<file path="config.mk">
export PLATFORM = sky130hd
export DESIGN_NAME = block_tree_lca_engine
export DESIGN_NICKNAME = d
export VERILOG_FILES = /design/src/hdl/btlca_pkg.sv /design/src/hdl/block_tree_lca_engine.sv
export SDC_FILE = /design/constraint.sdc
export NUM_CORES = 2
export LEC_CHECK = 0
export BUFFER_PORTS_ARGS = -buffer_cell sky130_fd_sc_hd__buf_4
export CORE_ASPECT_RATIO = 1.2
export CORE_UTILIZATION = 49
export DETAILED_ROUTE_END_ITERATION = 12
export PLACE_DENSITY = 0.61
export REMOVE_ABC_BUFFERS = 1
export SLEW_MARGIN = 40
export SYNTH_ARGS = -nofsm -noshare
export SYNTH_HDL_FRONTEND = slang
export SYNTH_SLANG_ARGS = --single-unit
</file>
<file path="constraint.sdc">
create_clock -name clk -period 27.7 [get_ports clk]
set_input_delay 2.77 -clock clk [delete_from_list [all_inputs] [get_ports clk]]
set_output_delay 2.77 -clock clk [all_outputs]
set_load 0.02 [all_outputs]
</file>
<file path="src/hdl/btlca_pkg.sv">
// types and status codes shared by the block tree common-ancestor engine
`timescale 1ns / 1ps

package btlca_pkg;

    // block ids are carried as fixed 8-bit fields
    localparam int BLOCK_W = 8;

    // request codes
    localparam logic OP_ADD   = 1'b0;
    localparam logic OP_QUERY = 1'b1;

    // response status codes
    localparam logic [1:0] ST_OK      = 2'd0;
    localparam logic [1:0] ST_UNKNOWN = 2'd1;
    localparam logic [1:0] ST_SAME    = 2'd2;
    localparam logic [1:0] ST_FULL    = 2'd3;

    typedef struct packed {
        logic               operation;
        logic [BLOCK_W-1:0] first_block;
        logic [BLOCK_W-1:0] second_block;
    } req_t;

    typedef struct packed {
        logic [BLOCK_W-1:0] ancestor_block;
        logic [1:0]         status;
    } rsp_t;

endpackage

</file>
<file path="src/hdl/block_tree_lca_engine.sv">
// Block tree lowest common ancestor engine: node table, block map and walk sequencer.
//
// Requests arrive on req/req_valid/req_ready and each gives exactly one
// response on rsp/rsp_valid/rsp_ready. A request is either an add (append
// second_block as a child of first_block, creating the root for block 0 on
// the first add) or a query (return the block id of the lowest common
// ancestor of the two blocks).
// One request is worked on at a time: req_ready is high only while the
// sequencer is idle, and the response stays in its output register until
// the receiver takes it, so a stalled receiver simply holds the engine.
// An add passes S_RDA and S_ADD, with S_ROOT before them on the very
// first add, which also writes the root node. A query passes S_RDA, S_RDB
// and S_QCHK (and answers from there when either block is unknown), then
// walks up by parent steps (at most the sum of the two nodes' depths);
// each step is one registered read of the node table followed by an index
// update, and the map lookups use the one read port of the block map, one
// block per cycle.
// Reset clears the node count and the map's present bits at once; the node
// table and the map data need no clearing.
`timescale 1ns / 1ps

module block_tree_lca_engine #(
    parameter int NODE_SLOTS = 64,
    parameter int BLOCK_IDS  = 256
) (
    input  logic             clk,
    input  logic             rst_n,
    input  logic             req_valid,
    output logic             req_ready,
    input  btlca_pkg::req_t  req,
    output logic             rsp_valid,
    input  logic             rsp_ready,
    output btlca_pkg::rsp_t  rsp
);

    import btlca_pkg::*;

    localparam int NW        = $clog2(NODE_SLOTS);
    localparam int CW        = $clog2(NODE_SLOTS + 1);
    localparam int MAP_DEPTH = (BLOCK_IDS < (1 << BLOCK_W)) ? BLOCK_IDS : (1 << BLOCK_W);
    localparam int MW        = $clog2(MAP_DEPTH);

    typedef enum logic [9:0] {
        S_IDLE = 10'b00_0000_0001,
        S_ROOT = 10'b00_0000_0010,
        S_RDA  = 10'b00_0000_0100,
        S_ADD  = 10'b00_0000_1000,
        S_RDB  = 10'b00_0001_0000,
        S_QCHK = 10'b00_0010_0000,
        S_WALK = 10'b00_0100_0000,
        S_STEP = 10'b00_1000_0000,
        S_FIN  = 10'b01_0000_0000,
        S_DONE = 10'b10_0000_0000
    } state_t;

    // control state
    state_t                 state_reg, state_next;
    logic [CW-1:0]          count_reg, count_next;
    logic [MAP_DEPTH-1:0]   map_valid_reg, map_valid_next;

    // payload state
    req_t                   req_reg, req_next;
    rsp_t                   rsp_reg, rsp_next;
    logic [NW-1:0]          a_reg, a_next;
    logic [NW-1:0]          b_reg, b_next;
    logic                   a_ok_reg, a_ok_next;
    logic                   move_a_reg, move_a_next;

    // block map memory
    logic [NW-1:0]          map_mem [MAP_DEPTH];
    logic                   map_we;
    logic [MW-1:0]          map_waddr;
    logic [NW-1:0]          map_wdata;
    logic [MW-1:0]          map_raddr;
    logic [NW-1:0]          map_rd_reg;

    // node table memories
    logic [NW-1:0]          parent_mem [NODE_SLOTS];
    logic [BLOCK_W-1:0]     blk_mem [NODE_SLOTS];
    logic                   node_we;
    logic [NW-1:0]          node_waddr;
    logic [NW-1:0]          node_wparent;
    logic [BLOCK_W-1:0]     node_wblk;
    logic [NW-1:0]          node_raddr;
    logic [NW-1:0]          parent_rd_reg;
    logic [BLOCK_W-1:0]     blk_rd_reg;

    // lookup qualifiers
    logic                   first_in_range;
    logic                   second_in_range;
    logic                   first_known;
    logic                   second_known;

    assign first_in_range  = 16'(req_reg.first_block) < 16'(BLOCK_IDS);
    assign second_in_range = 16'(req_reg.second_block) < 16'(BLOCK_IDS);
    assign first_known     = first_in_range && map_valid_reg[req_reg.first_block[MW-1:0]];
    assign second_known    = second_in_range && map_valid_reg[req_reg.second_block[MW-1:0]];

    // handshake outputs
    assign req_ready = (state_reg == S_IDLE);
    assign rsp_valid = (state_reg == S_DONE);
    assign rsp       = rsp_reg;

    // sequencer
    always_comb
    begin
        state_next     = state_reg;
        count_next     = count_reg;
        map_valid_next = map_valid_reg;
        req_next       = req_reg;
        rsp_next       = rsp_reg;
        a_next         = a_reg;
        b_next         = b_reg;
        a_ok_next      = a_ok_reg;
        move_a_next    = move_a_reg;
        map_we         = 1'b0;
        map_waddr      = req_reg.second_block[MW-1:0];
        map_wdata      = count_reg[NW-1:0];
        map_raddr      = req_reg.first_block[MW-1:0];
        node_we        = 1'b0;
        node_waddr     = count_reg[NW-1:0];
        node_wparent   = map_rd_reg;
        node_wblk      = req_reg.second_block;
        node_raddr     = a_reg;

        case (state_reg)
            S_IDLE:
            begin
                if (req_valid)
                begin
                    req_next = req;
                    if (req.operation == OP_ADD && count_reg == '0)
                        state_next = S_ROOT;
                    else
                        state_next = S_RDA;
                end
            end
            // root node for block 0
            S_ROOT:
            begin
                map_we            = 1'b1;
                map_waddr         = '0;
                map_wdata         = '0;
                map_valid_next[0] = 1'b1;
                node_we           = 1'b1;
                node_waddr        = '0;
                node_wparent      = '0;
                node_wblk         = '0;
                count_next        = CW'(1);
                state_next        = S_RDA;
            end
            // look up first block
            S_RDA:
            begin
                map_raddr  = req_reg.first_block[MW-1:0];
                state_next = (req_reg.operation == OP_QUERY) ? S_RDB : S_ADD;
            end
            // checks and append
            S_ADD:
            begin
                rsp_next.ancestor_block = '0;
                if (req_reg.first_block == req_reg.second_block)
                    rsp_next.status = ST_SAME;
                else if (!first_known || !second_in_range)
                    rsp_next.status = ST_UNKNOWN;
                else if (count_reg == CW'(NODE_SLOTS))
                    rsp_next.status = ST_FULL;
                else
                begin
                    rsp_next.status = ST_OK;
                    node_we         = 1'b1;
                    map_we          = 1'b1;
                    map_valid_next[req_reg.second_block[MW-1:0]] = 1'b1;
                    count_next      = count_reg + CW'(1);
                end
                state_next = S_DONE;
            end
            // look up second block
            S_RDB:
            begin
                a_next     = map_rd_reg;
                a_ok_next  = first_known;
                map_raddr  = req_reg.second_block[MW-1:0];
                state_next = S_QCHK;
            end
            S_QCHK:
            begin
                b_next = map_rd_reg;
                if (!a_ok_reg || !second_known)
                begin
                    rsp_next.ancestor_block = '0;
                    rsp_next.status         = ST_UNKNOWN;
                    state_next              = S_DONE;
                end
                else
                    state_next = S_WALK;
            end
            // read the deeper-indexed node, or the meeting node
            S_WALK:
            begin
                if (a_reg == b_reg)
                begin
                    node_raddr = a_reg;
                    state_next = S_FIN;
                end
                else if (a_reg > b_reg)
                begin
                    node_raddr  = a_reg;
                    move_a_next = 1'b1;
                    state_next  = S_STEP;
                end
                else
                begin
                    node_raddr  = b_reg;
                    move_a_next = 1'b0;
                    state_next  = S_STEP;
                end
            end
            // move that side up to its parent
            S_STEP:
            begin
                if (move_a_reg)
                    a_next = parent_rd_reg;
                else
                    b_next = parent_rd_reg;
                state_next = S_WALK;
            end
            S_FIN:
            begin
                rsp_next.ancestor_block = blk_rd_reg;
                rsp_next.status         = ST_OK;
                state_next              = S_DONE;
            end
            S_DONE:
            begin
                if (rsp_ready)
                    state_next = S_IDLE;
            end
            default:
            begin
                state_next = S_IDLE;
            end
        endcase
    end

    // control registers
    always_ff @(posedge clk or negedge rst_n)
    begin
        if (!rst_n)
        begin
            state_reg     <= S_IDLE;
            count_reg     <= '0;
            map_valid_reg <= '0;
        end
        else
        begin
            state_reg     <= state_next;
            count_reg     <= count_next;
            map_valid_reg <= map_valid_next;
        end
    end

    // payload registers
    always_ff @(posedge clk)
    begin
        req_reg    <= req_next;
        rsp_reg    <= rsp_next;
        a_reg      <= a_next;
        b_reg      <= b_next;
        a_ok_reg   <= a_ok_next;
        move_a_reg <= move_a_next;
    end

    // block map memory
    always_ff @(posedge clk)
    begin
        if (map_we)
            map_mem[map_waddr] <= map_wdata;
        map_rd_reg <= map_mem[map_raddr];
    end

    // node table memories
    always_ff @(posedge clk)
    begin
        if (node_we)
        begin
            parent_mem[node_waddr] <= node_wparent;
            blk_mem[node_waddr]    <= node_wblk;
        end
        parent_rd_reg <= parent_mem[node_raddr];
        blk_rd_reg    <= blk_mem[node_raddr];
    end

    // node count never passes the table size
    a_count_bound: assert property (@(posedge clk) disable iff (!rst_n)
        count_reg <= CW'(NODE_SLOTS))
        else $error("node count beyond table size");

    // an append only happens with room in the table
    a_append_room: assert property (@(posedge clk) disable iff (!rst_n)
        node_we && state_reg == S_ADD |-> count_reg < CW'(NODE_SLOTS))
        else $error("append into a full node table");

    // every walk step moves to a strictly smaller index
    a_walk_down: assert property (@(posedge clk) disable iff (!rst_n)
        state_reg == S_STEP |->
            (move_a_reg ? parent_rd_reg < a_reg : parent_rd_reg < b_reg))
        else $error("parent index not below child index");

    // the walk only starts on two present nodes
    a_walk_nodes: assert property (@(posedge clk) disable iff (!rst_n)
        state_reg == S_WALK |-> (NW+1)'(a_reg) < (NW+1)'(count_reg)
            && (NW+1)'(b_reg) < (NW+1)'(count_reg))
        else $error("walk on a node beyond the node count");

endmodule

</file>
==> reports/summary.txt <==
CTS tree -> built
unrepaired setup endpoints after global routing -> false
CTS Buf Count -> 280
final setup violation count -> 0
worst slack, placed -> 20.63 ns
leakage power -> 42.2 nW
wire length after detailed routing -> 344,000 um
routability cong. -> 0.959
setup TNS -> 0 ns
Max VDD drop -> 0.0000627 V
clock latency on the worst-skew pair -> 0.87 ns
status -> completed
DRT Pass-1 Iters -> 6
Total Power -> 10.0 mW
Starting Density -> 49.4%
Die X -> 438 um
Tot GR Track Use -> 29.7%
fill count -> 17,600
fmax -> 0.141 GHz
CTS sink count -> 2,766
worst hold margin -> 0.483 ns
Hold Crit Class -> flop to flop
DRC viols -> 0
reg2reg start -> req_reg[0]
Tmin final -> 7.07 ns
Slew Limit Headroom -> 37.0%
fin worst setup slack -> 20.63 ns
P&R area growth vs syn -> 13.7%
Setup crit start -> req_reg[0]
Layout Nets -> 7,921
fin crit share -> 25.5%
Initial DRC Count -> 8,133
Slew @ Worst Pin -> 0.945 ns
mean area per synthesized cell -> 14.3 um2
Critical Path Sink Type -> flop
WHS Path Cells -> 1
Mapped Area -> 112,000 um2
Longest Clk Path Bufs -> 4
WL per Instance -> 31.0 um
GR Overflow Total -> 0
detailed placement HPWL -> 213,000 um
number of flops mapped to enable cells by yosys -> 2,473
multi-input logic area -> 30,200 um2
design area -> 127,000 um2
CP Max Fanout -> 76
die area -> 230,000 um2
global-route wire length before repair -> 495,000 um
ys flop type -> edfxtp_1
Post-CTS Resized -> 0
# Post-CTS Setup Buffers -> 0
R2R cell count -> 13
H-tree Lvls -> 5
Post-CTS Hold Buffers -> 0
YS warnings -> 0
Synth cell types -> 79
number of global-route vias before repair -> 68,700
Post-DRT Antenna Nets -> 0
Core Footprint -> 226,000 um2
Power Dens Cells -> 78.8 nW/um2
share of layout cells above drive strength 1 -> 17.3%
vias per cell -> 6.35
Largest register FFs -> 1,536
Worst-path clk slew -> 0.07 ns
largest net degree at the start of global routing -> 175
Critical Path AT -> 7.84 ns
I/O pin cnt -> 33
Biggest register -> map_mem
Synth Instances -> 7,841
total number of vias -> 70,500
post-synth top area share -> 66.4%
FFs w/ async S/R, synth -> 9.87%
placed cell area -> 118,000 um2
row count -> 191
final core area utilization -> 56.2%
Crit path required time -> 28.47 ns
Hold Vio Cnt, Final -> 0
Placed Cells incl. Taps -> 10,600
critical hold path startpoint -> map_valid_reg[238]
Max Cap Viol -> 0
Seq cells post-synth -> 2,766
top flop regs -> map_mem (1536), blk_mem (512), parent_mem (384)
crit start category -> flop
Root Driver -> clkbuf_16
Reg2Reg Setup Slack -> 20.63 ns
Slew Viols, Final -> 0
Setup Skew -> 0.0673 ns
top cells by area, synth -> edfxtp_1 66%, dfrtp_1 6.1%, nand2_1 5.2%
cell taking the most area after synthesis -> edfxtp_1
critical path type -> flop to flop
initial antenna violation count -> 16
Port Buffer Count -> 32
Final Non-Filler Cells -> 11,100
sequential fraction of the synthesis area -> 72.8%
most common cell in the netlist -> edfxtp_1
FF+latch area -> 81,500 um2
Die H -> 525 um
Synth top cells by count -> 2,473 x edfxtp_1, 1,554 x nand2_1, 444 x nand3_1
==> routing by layer <==
layer  vias up  global-route usage, %  wire, um
li1      30200                      -         -
met1     35900                   38.3    128000
met3       801                   5.21     29900
met5         -                      0        37
met2      3689                   47.6    164000
met4         8                   16.6     22000
==> cell type report <==
class | count | share of cell area [%]
repair buffers | 294 | 2.13
well taps | 2991 | 2.94
flip-flops and latches | 2766 | 64.0
inverters | 23 | 0.0895
multi-input cells | 4527 | 23.7
clock inverters | 138 | 1.07
diodes | 7 | 0.0138
clock buffers | 362 | 5.99
==> path summary, 6_finish.rpt <==
kind | end
worst max-delay path | map_rd_reg[3]
worst min-delay path | map_valid_reg[238]
worst max register to register | map_rd_reg[3]
worst min register to register | map_valid_reg[238]
max in group asynchronous | map_valid_reg[132]
min in group asynchronous | map_valid_reg[38]
==> cells by family after synthesis <==
kind of cell,share of synthesized area (%)
adders and majority gates,0.0895
xor gates and xnor gates,0.102
and+or+nand+nor,12.7
muxes,5.96
AOI/OAI and AO/OA,6.24
DFF,72.8
buffers and inverters,2.10
==> cell usage in the layout, fill, tap and decap left out, drive strengths merged, types with 17 or more instances in the layout <==
cell / instances
dfxtp: 20
a211oi: 66
nor2b: 17
clkinv: 98
nor4: 56
a311oi: 40
buf: 293
nand4: 126
a221oi: 69
o2111ai: 38
dfrtp: 272
clkbuf: 363
a22oi: 22
bufinv: 25
and3: 87
o21ai: 111
a32oi: 79
edfxtp: 2473
or2: 262
nor2: 103
nand2: 1555
a21oi: 227
inv: 30
a31oi: 177
mux4: 189
mux2i: 224
nand3: 445
and2: 33
o31ai: 19
o22ai: 62
nor3: 318
==> power breakdown <==
part           switching [mW]  internal [mW]  total, mW
sequential             0.0298           4.70       4.73
clock                    1.60           2.18       3.78
combinational            1.15          0.368       1.52
total                    2.78           7.25       10.0
==> critical path, cell delays in order, from the launching register on <==
cell and delay (ns):
edfxtp_1 0.39, buf_12 0.46, nand4_1 0.68, nand2_4 0.83, buf_4 0.75, buf_4 0.73
buf_4 0.74, buf_4 0.67, nand2_1 0.11, a31oi_1 0.20, nand4_1 0.22, a41oi_1 0.64
nor4_1 0.16, nand4_1 0.13
No activity file was read; power rests on OpenSTA's default activity.
